### config.mk
export PLATFORM = sky130hd
export DESIGN_NAME = led_chaser_tone_generator
export DESIGN_NICKNAME = d
export VERILOG_FILES = /design/src/hw/rtl/lctg_pkg.sv /design/src/hw/rtl/led_chaser_tone_generator.sv
export SDC_FILE = /design/constraint.sdc
export NUM_CORES = 1
export LEC_CHECK = 0
export BUFFER_PORTS_ARGS = -buffer_cell sky130_fd_sc_hd__buf_4
export CORE_ASPECT_RATIO = 2
export CORE_MARGIN = 8
export CORE_UTILIZATION = 45
export CTS_CLUSTER_SIZE = 12
export DETAILED_ROUTE_END_ITERATION = 6
export PLACE_DENSITY_LB_ADDON = 0.05
export SETUP_SLACK_MARGIN = 0.4
export SLEW_MARGIN = 0
export SYNTH_ARGS = -nofsm -noshare
export SYNTH_HDL_FRONTEND = slang
export SYNTH_SLANG_ARGS = --single-unit
### constraint.sdc
create_clock -name clk -period 3.85 [get_ports clk]
set_input_delay 0.1925 -clock clk [delete_from_list [all_inputs] [get_ports clk]]
set_output_delay 0.1925 -clock clk [all_outputs]
set_load 0.1 [all_outputs]
### src/hw/rtl/lctg_pkg.sv
`default_nettype none
// ---------------------------------------------------------------------------
// lctg_pkg
// Shared types and constants for the LED chaser and tone generator.
// ---------------------------------------------------------------------------
package lctg_pkg;

  localparam int unsigned LIMIT_W    = 16;
  localparam int unsigned PERIOD_W   = 8;
  localparam int unsigned CFG_IDX_W  = 8;
  localparam int unsigned IN_DATA_W  = 8;
  localparam int unsigned OUT_DATA_W = 8;

  localparam logic [PERIOD_W-1:0] PERIOD_MAX = 8'd255;

  localparam logic [LIMIT_W-1:0] CHASE_LIMIT_RST = 16'd300;
  localparam logic [LIMIT_W-1:0] BLINK_LIMIT_RST = 16'd1000;

  // configuration register indexes
  localparam logic [CFG_IDX_W-1:0] REG_CHASE_LIMIT = 8'd0;
  localparam logic [CFG_IDX_W-1:0] REG_BLINK_LIMIT = 8'd1;

  typedef enum logic [1:0] {
    CH_START = 2'd0,
    CH_B0    = 2'd1,
    CH_B1    = 2'd2,
    CH_B2    = 2'd3
  } chase_phase_t;

  // shared by the blink and the tone machines
  typedef enum logic [1:0] {
    LV_START = 2'd0,
    LV_ON    = 2'd1,
    LV_OFF   = 2'd2
  } level_phase_t;

  typedef enum logic [2:0] {
    AD_START    = 3'd0,
    AD_WAIT     = 3'd1,
    AD_INC      = 3'd2,
    AD_INC_WAIT = 3'd3,
    AD_DEC      = 3'd4,
    AD_DEC_WAIT = 3'd5
  } adjust_phase_t;

endpackage : lctg_pkg
`default_nettype wire

### src/hw/rtl/led_chaser_tone_generator.sv
`default_nettype none
// ---------------------------------------------------------------------------
// led_chaser_tone_generator
// Tick-driven LED chaser, blink LED and button-controlled tone generator.
// ---------------------------------------------------------------------------
//  channel | direction | handshake          | payload
//  --------+-----------+--------------------+-------------------------------
//  in_     | slave     | in_tvalid/tready   | in_tdata: one tick, buttons
//  out_    | master    | out_tvalid/tready  | out_tdata: LED and tone levels
//  cfg_    | slave     | cfg_valid/ready    | cfg_index, cfg_data (limits)
//
// One tick is taken per cycle while in_tready is high; its result reaches the
// output register on the next cycle. All state updates when the tick transfers.
// in_tready drops only while a result is held and out_tready is low.
// cfg_ready is always high. Reset is synchronous to clk, active low.
// ---------------------------------------------------------------------------
module led_chaser_tone_generator import lctg_pkg::*; (
  input  wire                    clk,
  input  wire                    rst_n,
  input  wire                    in_tvalid,
  output logic                   in_tready,
  input  wire  [IN_DATA_W-1:0]   in_tdata,   // [0] up_button, [1] down_button,
                                             // [2] tone_button, [7:3] zero
  output logic                   out_tvalid,
  input  wire                    out_tready,
  output logic [OUT_DATA_W-1:0]  out_tdata,  // [2:0] chase_leds, [3] blink_led,
                                             // [4] tone_out, [7:5] zero
  input  wire                    cfg_valid,
  output logic                   cfg_ready,
  input  wire  [CFG_IDX_W-1:0]   cfg_index,
  input  wire  [LIMIT_W-1:0]     cfg_data
);

  logic [LIMIT_W-1:0]    chase_limit_r;
  logic [LIMIT_W-1:0]    blink_limit_r;

  logic [LIMIT_W-1:0]    chase_count_r, chase_count_nxt;
  chase_phase_t          chase_phase_r, chase_phase_nxt;
  logic [LIMIT_W-1:0]    blink_count_r, blink_count_nxt;
  level_phase_t          blink_phase_r, blink_phase_nxt;
  logic [PERIOD_W-1:0]   tone_count_r,  tone_count_nxt;
  level_phase_t          tone_phase_r,  tone_phase_nxt;
  logic [PERIOD_W-1:0]   tone_period_r, tone_period_nxt;
  adjust_phase_t         adjust_phase_r, adjust_phase_nxt;

  logic                  out_valid_r;
  logic [OUT_DATA_W-1:0] out_data_r, out_data_nxt;

  logic up, down, held;
  logic in_xfer;
  logic [2:0] chase_leds;
  logic       blink_led, tone_out;

  assign up   = in_tdata[0];
  assign down = in_tdata[1];
  assign held = in_tdata[2];

  assign in_tready  = !out_valid_r || out_tready;
  assign in_xfer    = in_tvalid && in_tready;
  assign out_tvalid = out_valid_r;
  assign out_tdata  = out_data_r;
  assign cfg_ready  = 1'b1;

  always_comb begin
    // chaser
    if (chase_count_r < chase_limit_r) begin
      chase_count_nxt = chase_count_r + 1'b1;
      chase_phase_nxt = chase_phase_r;
    end else begin
      chase_count_nxt = '0;
      unique case (chase_phase_r)
        CH_B0:   chase_phase_nxt = CH_B1;
        CH_B1:   chase_phase_nxt = CH_B2;
        default: chase_phase_nxt = CH_B0;
      endcase
    end
    unique case (chase_phase_nxt)
      CH_B0:   chase_leds = 3'b001;
      CH_B1:   chase_leds = 3'b010;
      CH_B2:   chase_leds = 3'b100;
      default: chase_leds = 3'b000;
    endcase

    // blink
    if (blink_count_r < blink_limit_r) begin
      blink_count_nxt = blink_count_r + 1'b1;
      blink_phase_nxt = blink_phase_r;
    end else begin
      blink_count_nxt = '0;
      blink_phase_nxt = (blink_phase_r == LV_ON) ? LV_OFF : LV_ON;
    end
    blink_led = (blink_phase_nxt == LV_ON);

    // tone level reported is the one held before this tick's update
    tone_out = (tone_phase_r == LV_ON);
    if (tone_count_r < tone_period_r) begin
      tone_count_nxt = tone_count_r + 1'b1;
      tone_phase_nxt = tone_phase_r;
    end else begin
      tone_count_nxt = '0;
      tone_phase_nxt = (tone_phase_r == LV_OFF && held) ? LV_ON : LV_OFF;
    end

    // period adjust, up wins over down
    unique case (adjust_phase_r)
      AD_WAIT:     adjust_phase_nxt = up ? AD_INC : (down ? AD_DEC : AD_WAIT);
      AD_INC:      adjust_phase_nxt = AD_INC_WAIT;
      AD_INC_WAIT: adjust_phase_nxt = up ? AD_INC_WAIT : (down ? AD_DEC : AD_WAIT);
      AD_DEC:      adjust_phase_nxt = AD_DEC_WAIT;
      AD_DEC_WAIT: adjust_phase_nxt = up ? AD_INC : (down ? AD_DEC_WAIT : AD_WAIT);
      default:     adjust_phase_nxt = AD_WAIT;
    endcase
    tone_period_nxt = tone_period_r;
    if (adjust_phase_nxt == AD_INC) begin
      if (tone_period_r < PERIOD_MAX) tone_period_nxt = tone_period_r + 1'b1;
    end else if (adjust_phase_nxt == AD_DEC) begin
      if (tone_period_r > 8'd1) tone_period_nxt = tone_period_r - 1'b1;
    end

    out_data_nxt = {3'b000, tone_out, blink_led, chase_leds};
  end

  always_ff @(posedge clk) begin
    if (!rst_n) begin
      chase_limit_r  <= CHASE_LIMIT_RST;
      blink_limit_r  <= BLINK_LIMIT_RST;
      chase_count_r  <= '0;
      chase_phase_r  <= CH_START;
      blink_count_r  <= '0;
      blink_phase_r  <= LV_START;
      tone_count_r   <= '0;
      tone_phase_r   <= LV_START;
      tone_period_r  <= '0;
      adjust_phase_r <= AD_START;
      out_valid_r    <= 1'b0;
    end else begin
      if (cfg_valid && cfg_ready) begin
        if (cfg_index == REG_CHASE_LIMIT) chase_limit_r <= cfg_data;
        if (cfg_index == REG_BLINK_LIMIT) blink_limit_r <= cfg_data;
      end
      if (in_xfer) begin
        chase_count_r  <= chase_count_nxt;
        chase_phase_r  <= chase_phase_nxt;
        blink_count_r  <= blink_count_nxt;
        blink_phase_r  <= blink_phase_nxt;
        tone_count_r   <= tone_count_nxt;
        tone_phase_r   <= tone_phase_nxt;
        tone_period_r  <= tone_period_nxt;
        adjust_phase_r <= adjust_phase_nxt;
        out_valid_r    <= 1'b1;
      end else if (out_tready) begin
        out_valid_r    <= 1'b0;
      end
    end
  end

  always_ff @(posedge clk) begin
    if (in_xfer) begin
      out_data_r <= out_data_nxt;
    end
  end

endmodule : led_chaser_tone_generator
`default_nettype wire

# [Yosys cells after proc, flatten, opt, wreduce, memory -nomap -nowiden]
# Cells that the tools add are included.
[word_totals] register_bits=95 inputBits=37 out_inout_bits=11 word_cells=74
[op_classes] addsub=5 order_cmp=5 n_eq_ne=18 muxes=21 bitwise=1 reduce_logical=12
[op_table] operator="$mux W8" count=5
[op_table] operator="$add A16 B1 Y16 const B" count=2
[op_table] operator="$lt A16 B16 Y1" count=2
[op_table] operator="$mux W16" count=2
[op_table] operator="$add A8 B1 Y8 const B" count=2
[op_table] operator="$mux W3" count=5
[op_table] operator="$pmux W3 S5" count=1
[op_table] operator="$eq A2 B1 Y1 const B" count=5
[op_table] operator="$eq A3 B2 Y1 const B" count=3
[op_table] operator="$eq A3 B3 Y1 const B" count=3
[op_table] operator="$pmux W3 S3" count=1
[op_table] operator="$eq A2 B2 Y1 const B" count=4
[op_table] operator="$eq A8 B1 Y1 const B" count=1
[op_table] operator="$gt A8 B1 Y1 const B" count=1
[op_table] operator="$logic_not A8 Y1" count=1
[op_table] operator="$lt A8 B8 Y1" count=1
[op_table] operator="$lt A8 B8 Y1 const B" count=1
[op_table] operator="$mux W2" count=4
[op_table] operator="$sub A8 B1 Y8 const B" count=1
[op_table] operator="$reduce_and A2 Y1" count=3
[op_table] operator="$reduce_bool A2 Y1" count=3
[op_table] operator="$pmux W2 S2" count=1
[op_table] operator="$reduce_and A4 Y1" count=1
[op_table] operator="$eq A3 B1 Y1 const B" count=1
[op_table] operator="6 further kinds" count=8

# [Logic depth before layout (Yosys ltp)]
# Gate-level depths: netlist of run 1.
[logic_depth] depth_word=6 ltp_mapped=9 ltp_nobuf=8

# [Worst setup path after synthesis of run 1]
# Ideal clock, no wire load.
[synth_path] path_kind="reg2reg" startpoint="register out_valid_r, in the netlist out_tvalid" endpoint="register tone_period_r[1]" setup_ns=0.128 t_arrival_ns=2.356 t_required_ns=3.722 setup_slack_ns=1.366 path_stages_with_launch=9 path_buffers=1 period_less_slack_ns=2.484 cell_sequence="dfxtp_1 -> nand2b_4 -> nand2_2 -> inv_1 -> and3_1 -> nand2_1 -> buf_6 -> mux2i_1 -> nor2_1"
[synth_between] elab_chain_len=4
[synth_rtl] item="start, declared" line="led_chaser_tone_generator.sv:46" source="logic out_valid_r;"
[synth_rtl] item="start signal, assigned" line="led_chaser_tone_generator.sv:135" source="out_valid_r <= 1'b0;"
[synth_rtl] item="start signal, assigned" line="led_chaser_tone_generator.sv:150" source="out_valid_r <= 1'b1;"
[synth_rtl] item="start signal, assigned" line="led_chaser_tone_generator.sv:152" source="out_valid_r <= 1'b0;"
[synth_rtl] item="$logic_not A1 Y1" line="led_chaser_tone_generator.sv:58" source="assign in_tready = !out_valid_r || out_tready;"
[synth_rtl] item="$logic_or A1 B1 Y1" line="led_chaser_tone_generator.sv:58"
[synth_rtl] item="net in_tready" line="led_chaser_tone_generator.sv:21" source="output logic in_tready,"
[synth_rtl] item="$logic_and A1 B1 Y1" line="led_chaser_tone_generator.sv:59" source="assign in_xfer = in_tvalid && in_tready;"
[synth_rtl] item="$reduce_and A4 Y1 (no source line)"
[synth_rtl] item="end signal, assigned" line="led_chaser_tone_generator.sv:148" source="tone_period_r <= tone_period_nxt;"
[synth_rtl] item="end, declared" line="led_chaser_tone_generator.sv:43" source="logic [PERIOD_W-1:0] tone_period_r, tone_period_nxt;"
# The timed path passes the listed nets, and every way through them passes these cells.
# A chain may end at the register's enable or synchronous reset.

# [Worst setup path in the final report of run 1]
[layout_path] startpoint="register blink_limit_r[15]" endpoint="register blink_count_r[0]"
[layout_between] elab_chain_len=2
[layout_rtl] item="start, declared" line="led_chaser_tone_generator.sv:35" source="logic [LIMIT_W-1:0] blink_limit_r;"
[layout_rtl] item="start signal, assigned" line="led_chaser_tone_generator.sv:139" source="if (cfg_index == REG_BLINK_LIMIT) blink_limit_r <= cfg_data;"
[layout_rtl] item="$lt A16 B16 Y1" line="led_chaser_tone_generator.sv:85" source="if (blink_count_r < blink_limit_r) begin"
[layout_rtl] item="$mux W16" line="led_chaser_tone_generator.sv:85"
[layout_rtl] item="end signal, assigned" line="led_chaser_tone_generator.sv:144" source="blink_count_r <= blink_count_nxt;"
[layout_rtl] item="end, declared" line="led_chaser_tone_generator.sv:39" source="logic [LIMIT_W-1:0] blink_count_r, blink_count_nxt;"
# No other way between the ends.

==> impl_metrics.toml, run 1 <==
[outcome]
run_status = "finished clean"

[power_and_ir_drop]
share_seq_of_total_power_pct = 47.5
power_per_cell_area_nw_per_um2 = 377.9
leakagePower_nw = 2.469
report.power.total_mw = 2.158
switchingPower_mw = 0.5139
power.internal_mw = 1.644
power.ir.vdd_worst_mv = 0.2435
power.share.clock_pct = 43.4
combinationalPowerShare_pct = 9.1
netSwitchingFraction_pct = 23.82

[synth]
ffs_latches_synth = 95
fraction_of_registers_with_async_set_or_reset_after_synthesis_pct = 0
synth_cell_types = 60
yosys_most_used_dff = "dfxtp_1"
synth-edff-count = 5
yosysSeqAreaShare_pct = 38.95
synth-warning-count = 0
synth_area_um2 = 5011
synthesis.instances = 559
syn-mean-instance-area_um2 = 8.964

[worst_setup_path]
r2r_setup_slack_ps = 1410
critPathKind = "reg -> reg"
critical_path.endpoint_type = "register"
critical_path.reg2reg.endpoint = "blink_count_r[0]"
arrival_ps = 2630
rr_startpoint = "blink_limit_r[15]"
reg2regPathDepth = 8
worst-path-max-fanout = 15
setup.worst_path.start_class = "register"
crit_required_ps = 4040

[drt]
route.detailed.drc = 0
detail-route-antenna-nets = 0
detail_route.first_pass.iterations = 4
post_drt_wl_per_cell_um = 16.32
drtIter0Drc = 111
totalWireLength_um = 12060
dr_total_vias = 3972
via_per_inst = 5.375

[clock_tree]
cts_sinks = 95
postCtsSetupRepairBufs = 0
clock_tree_from_tritoncts = "done"
max-clock-path-buffers = 2
cts.reportedPaths.clkPinSlew_ps = 60
cts_buffers = 9
cts-htree-levels = 3
ctsResizeCount = 0
root_driver = "clkbuf_16"
clock_latency_ps = 340
cts.hold.buffers_added = 0

[floorplan]
initial_utilization_pct = 46.07
dieArea_um2 = 14970
die_w_um = 90.62
fp-row-count = 54
top_level_ports = 48
core_um2 = 10880
chipHeight_um = 165.2

[timing]
timing.max_slew.rel_slack_pct = 24.72
ratio_of_final_minimum_period_to_clock_period_pct = 63.30
grt_setup_unrepaired = "false"
post-route-min-period_ps = 2437
final_max_slew_viol_count = 0
hold_slack_ps = 80.08
timing.fmax_ghz = 0.4104
setup_ws_ps = 1413
fin_skew_ps = 5.377
setup-tns-final_ps = 0
worst-slew-pin-transition_ps = 1126
hold_violations = 0
setup_viol_count_final = 0

[place]
post_dp_cell_area_um2 = 5400
placement.io_buffers = 38
detailedPlacementHpwl_um = 9396
place.gp.congestion = 0.8189
place.detailed.instances = 723
post-place-ws_ps = 1387

[finish]
layout.cells.most_common = "dfxtp_1"
layout.filler_cells = 1048
post_route_standard_cell_area_excluding_fillers_um2 = 5709
ff_latch_area_um2 = 1952
post_route_cells_drive_above_1_share_pct = 11.69
most-common-layout-cells = "dfxtp_1 (90), nor2_1 (76), inv_1 (45), ha_1 (44), nand2_1 (43)"
number_of_diodes = 0
multiInputGateArea_um2 = 2800
syn_to_final_growth_pct = 13.93
finalNetCount = 675
layoutNonFillerInstCount = 739
final_core_utilization_pct = 52.48

[global_routing]
grt_max_degree = 27
first_global_vias = 4012
grt.total_usage_pct = 16.54
grt_antenna_before_repair = 0
grt_overflow_total = 0
wire_length_of_the_first_global_routing_pass_um = 19520

[hold_path]
hold_depth = 3
holdCritPathClass = "in -> reg"
worstHoldStart = "cfg_data[7]"
worst_hold_endpoint = "blink_limit_r[7]"

[run]
maxCapViolations = 0
-- layer usage --
metal | track usage (%) | up-vias | part of all wire [%] | wire, um
met5 | 0 | - | 0 | 0
met4 | 7.399 | 0 | 2.6 | 315
met3 | 2.580 | 22 | 2.4 | 289
met2 | 34.49 | 67 | 60 | 7179
met1 | 14.86 | 1881 | 35 | 4274
li1 | - | 2002 | - | -
-- how the worst max path moves through the flow --
stage,endpoint,cells after the start,start,slack (ps)
after floorplan,tone_period_r[1],8,out_tvalid,1370
after global routing,blink_count_r[10],8,blink_limit_r[15],1150
after detailed placement,blink_count_r[10],8,blink_limit_r[11],1390
after global placement,blink_count_r[0],8,blink_limit_r[11],1440
after CTS,blink_count_r[0],8,blink_limit_r[15],1360
final,blink_count_r[0],8,blink_limit_r[15],1410
-- flip-flops by register name (all words and copies together) (netlist names) --
signal and cells:
chase_phase_r 2, tone_phase_r 2, tone_count_r 8, blink_count_r 16, blink_limit_r 16, chase_count_r 16
out_tvalid 1, tone_period_r 8, adjust_phase_r 3, chase_limit_r 16, out_tdata 5, blink_phase_r 2
-- worst max-delay path, stage by stage, from the launching register on --
cell and delay [ps]:
dfxtp_1 330, inv_1 50, ha_1 310, and4_1 280, nand4_1 150, o31ai_1 340
a211oi_2 130, o21ai_2 580, nor2_1 120
-- cell usage after synthesis (5+ instances only) --
master | instances | share of area (%)
inv_1 | 45 | 3.4
a211oi_1 | 5 | 0.75
edfxtp_1 | 5 | 3.0
and3_1 | 8 | 1.0
o21ai_0 | 9 | 0.90
o211ai_1 | 9 | 1.3
nor2_1 | 77 | 5.8
a21oi_1 | 18 | 1.8
nand4_1 | 14 | 1.7
nand3_1 | 19 | 1.9
and4_1 | 7 | 1.2
nand2_1 | 43 | 3.2
buf_2 | 5 | 0.50
o21a_1 | 6 | 0.90
clkbuf_1 | 7 | 0.52
xnor2_1 | 15 | 2.6
ha_1 | 44 | 11
dfxtp_1 | 90 | 36
mux2i_1 | 33 | 6.6
xor2_1 | 25 | 4.4
nor3_1 | 9 | 0.90
-- power by group through the flow --
stage / combinational [mW] / sequential, mW / clock, mW
final: 0.195 / 1.03 / 0.937
after global routing: 0.211 / 1.03 / 1.00
after CTS: 0.197 / 1.02 / 0.961
after detailed placement: 0.196 / 1.05 / 0
after global placement: 0.193 / 1.05 / 0
after floorplan: 0.113 / 1.06 / 0
-- logic make-up (layout without fill, tap and decap cells) --
kind of cell / Yosys count / after routing / share of synthesized area (%)
xor gates and xnor gates: 40 / 40 / 6.991
other: 2 / 4 / 0.1499
buffers and inverters: 64 / 102 / 5.368
AOI/OAI and AO/OA: 79 / 79 / 11.26
and+or+nand+nor: 202 / 202 / 19.70
adders and majority gates: 44 / 44 / 10.99
DFF: 95 / 95 / 38.95
muxes: 33 / 33 / 6.592
-- layout make-up --
cell class | count | share of cell area [%]
Sequential cell | 95 | 34.19
Multi-Input combinational cell | 402 | 49.05
Clock inverter | 4 | 1.271
Tap cell | 140 | 3.068
Clock buffer | 12 | 4.142
Inverter | 46 | 3.024
Timing Repair Buffer | 40 | 5.260
No activity file was read; power rests on OpenSTA's default activity.
==> inputs of run 2 (changes only) <==
--- a/config.mk
+++ b/config.mk
@@ -5,6 +5,7 @@
 export SDC_FILE = /design/constraint.sdc
 export NUM_CORES = 1
 export LEC_CHECK = 0
+export ABC_AREA = 1
 export BUFFER_PORTS_ARGS = -buffer_cell sky130_fd_sc_hd__buf_4
 export CORE_ASPECT_RATIO = 2
 export CORE_MARGIN = 8
==> constraint.sdc (replaced) <==
create_clock -name clk -period 2.4 [get_ports clk]
set_input_delay 0.12 -clock clk [delete_from_list [all_inputs] [get_ports clk]]
set_output_delay 0.12 -clock clk [all_outputs]
set_load 0.1 [all_outputs]
==> run 2 against run 1 <==
  * Global-route usage is 0.32 points lower
  * Non-clock buffer count is 2 higher
  * Worst hold slack worse by 52 ps
  * Sequential share of layout area is 2.0 points lower
  * Cell count is 20% higher
  * Maximum frequency is 29% higher
  * Area after synthesis is 6.2% higher
  * Die area is 5.4% higher
  * Sequential cell count stayed put
  * Combinational power is 100% higher
  * Final area is 6.5% higher
==> impl_metrics.toml, run 2 <==
[floorplan]
die_w_um = 92.90
dieArea_um2 = 15770
fp-row-count = 56
top_level_ports = 48
initial_utilization_pct = 45.76
chipHeight_um = 169.8
core_um2 = 11630

[synth]
xor_xnor_share_of_the_synthesized_area_pct = 6.911
synth-simple-area-share_pct = 26.52
yosysSeqAreaShare_pct = 36.67
synth-edff-count = 5
synthesis.instances = 703
ffs_latches_synth = 95
netlist_top_cells_area = "dfxtp_1 (34%), ha_1 (10%), nand2_1 (10%)"
synth_top_family_by_area = "simple AND/OR/NAND/NOR gates"
synth_cell_types = 38
synth-warning-count = 0
synth_largest_area_cell = "dfxtp_1"
synth_top_area_share_pct = 33.85
synthMostInstantiatedCell = "nand2_1"
synth_area_um2 = 5323
syn-mean-instance-area_um2 = 7.571
yosys_most_used_dff = "dfxtp_1"
post_synth_most_frequent_cells = "nand2_1 (144), dfxtp_1 (90), inv_1 (84)"
synthesized_area_fraction_occupied_by_adder_cells_pct = 10.34
fraction_of_registers_with_async_set_or_reset_after_synthesis_pct = 0
synth_compound_gate_area_share_pct = 10.65
synth.area.mux_share_pct = 0

[run]
maxCapViolations = 0

[worst_setup_path]
critical_path.endpoint_type = "register"
setup.worst_path.start_class = "register"
critPathKind = "reg -> reg"
arrival_ps = 2160
worst-path-max-fanout = 8
crit_required_ps = 2670

[hold_path]
holdCritPathClass = "in -> reg"

[clock_tree]
clock_latency_ps = 350
root_driver = "clkbuf_16"
max-clock-path-buffers = 2
cts_buffers = 9
cts.reportedPaths.clkPinSlew_ps = 60
clock_tree_from_tritoncts = "done"
cts.hold.buffers_added = 0
cts_sinks = 95
cts-htree-levels = 3

[drt]
detail-route-antenna-nets = 0
via_per_inst = 5.089
post_drt_wl_per_cell_um = 14.03
dr_total_vias = 4524
totalWireLength_um = 12480
route.detailed.drc = 0
detail_route.first_pass.iterations = 4
drtIter0Drc = 114

[finish]
layout.cells.most_common = "nand2_1"
number_of_diodes = 0
layoutNonFillerInstCount = 889
post_route_cells_drive_above_1_share_pct = 13.04
syn_to_final_growth_pct = 14.27
finalNetCount = 820
most-common-layout-cells = "nand2_1 (142), dfxtp_1 (87), inv_1 (84), nor2_1 (77), a21oi_1 (55)"

[timing]
final_max_slew_viol_count = 0
grt_setup_unrepaired = "true"
worst-slew-pin-transition_ps = 700.9
fin_skew_ps = 8.931
ratio_of_final_minimum_period_to_clock_period_pct = 78.57
post-route-min-period_ps = 1886
hold_violations = 0
timing.max_slew.rel_slack_pct = 53.22
setup_ws_ps = 514.3
setup_viol_count_final = 0
timing.fmax_ghz = 0.5303
setup-tns-final_ps = 0

[global_routing]
grt_antenna_before_repair = 0
grt.total_usage_pct = 16.22
grt_overflow_total = 0
wire_length_of_the_first_global_routing_pass_um = 20300
grt_max_degree = 45
first_global_vias = 4432

[power_and_ir_drop]
leakagePower_nw = 2.778
power.ir.vdd_worst_mv = 0.3770
power_per_cell_area_nw_per_um2 = 576.6

[place]
placement.io_buffers = 38
detailedPlacementHpwl_um = 9543
place.gp.congestion = 0.7998
place.detailed.instances = 870
post-place-ws_ps = 313.3

[outcome]
run_status = "finished clean"
==> run 2: per-stage QoR <==
step / util, % / area, um2 / hold WS (ps) / power (mW)
global placement: 48.94 / 5692 / 381.6 / 2.060
detailed placement: 48.94 / 5692 / 381.3 / 2.068
CTS: 51.72 / 6016 / 22.78 / 3.531
floorplan: - / 5331 / 274.4 / 1.963
finish: 52.29 / 6082 / 27.88 / 3.507
global route: 52.29 / 6082 / 45.41 / 3.638
==> run 2: critical path, stage by stage, from the launching register on <==
cell and delay, ps:
dfxtp_1 510, inv_1 150, ha_1 300, nand3_1 90
nand2_1 60, nand2_1 70, nand2_1 100, nand2_1 120
nand2_1 180, nor3b_2 220
==> run 2: cell type report <==
class	count	area, um2
fill	1193	5549
sequential	95	1956
multi-input combinational	503	2989
tap	145	181.4
clock buffer	11	242.7
timing repair buffer	42	315.3
inverter	88	340.3
clock inverter	5	57.56
==> run 2: power breakdown <==
group	total, mW	switching, mW	internal, mW
clock network	1.47	0.628	0.839
logic	0.390	0.268	0.122
registers	1.65	0.0283	1.62
==> run 2: final timing paths <==
check	startpoint	slack, ps	to	cells after the start
hold reg to reg	blink_limit_r[7]	460	blink_limit_r[7]	2
setup reg to reg	tone_period_r[2]	510	tone_count_r[5]	9
hold / removal	cfg_data[9]	30	blink_limit_r[9]	3
setup / recovery	tone_period_r[2]	510	tone_count_r[5]	9
==> run 2: routing by layer <==
metal	vias up	global-route usage (%)	part of all wire [%]
met5	-	0	0
met1	2096	14.34	36
li1	2336	-	-
met2	61	32.43	58
met3	31	3.057	2.2
met4	0	8.757	3.7
==> run 2: kinds of logic (layout without fill, tap and decap cells) <==
| logic type | count (synthesis) | after routing |
|---|---|---|
| other | 2 | 4 |
| XOR/XNOR | 42 | 42 |
| AND/OR/NAND/NOR | 302 | 304 |
| buffers and inverters | 109 | 146 |
| flip-flops | 95 | 95 |
| adder cells (fa/ha/maj) | 44 | 44 |
| AO/OA/AOI/OAI | 109 | 109 |
==> run 2: repair_timing <==
action,4_1_cts,5_1_grt
resized for setup,4,13
pin swaps,0,3
setup endpoints to repair,25,33
hold endpoints to repair,0,0
setup buffers,0,1
cloned,0,2
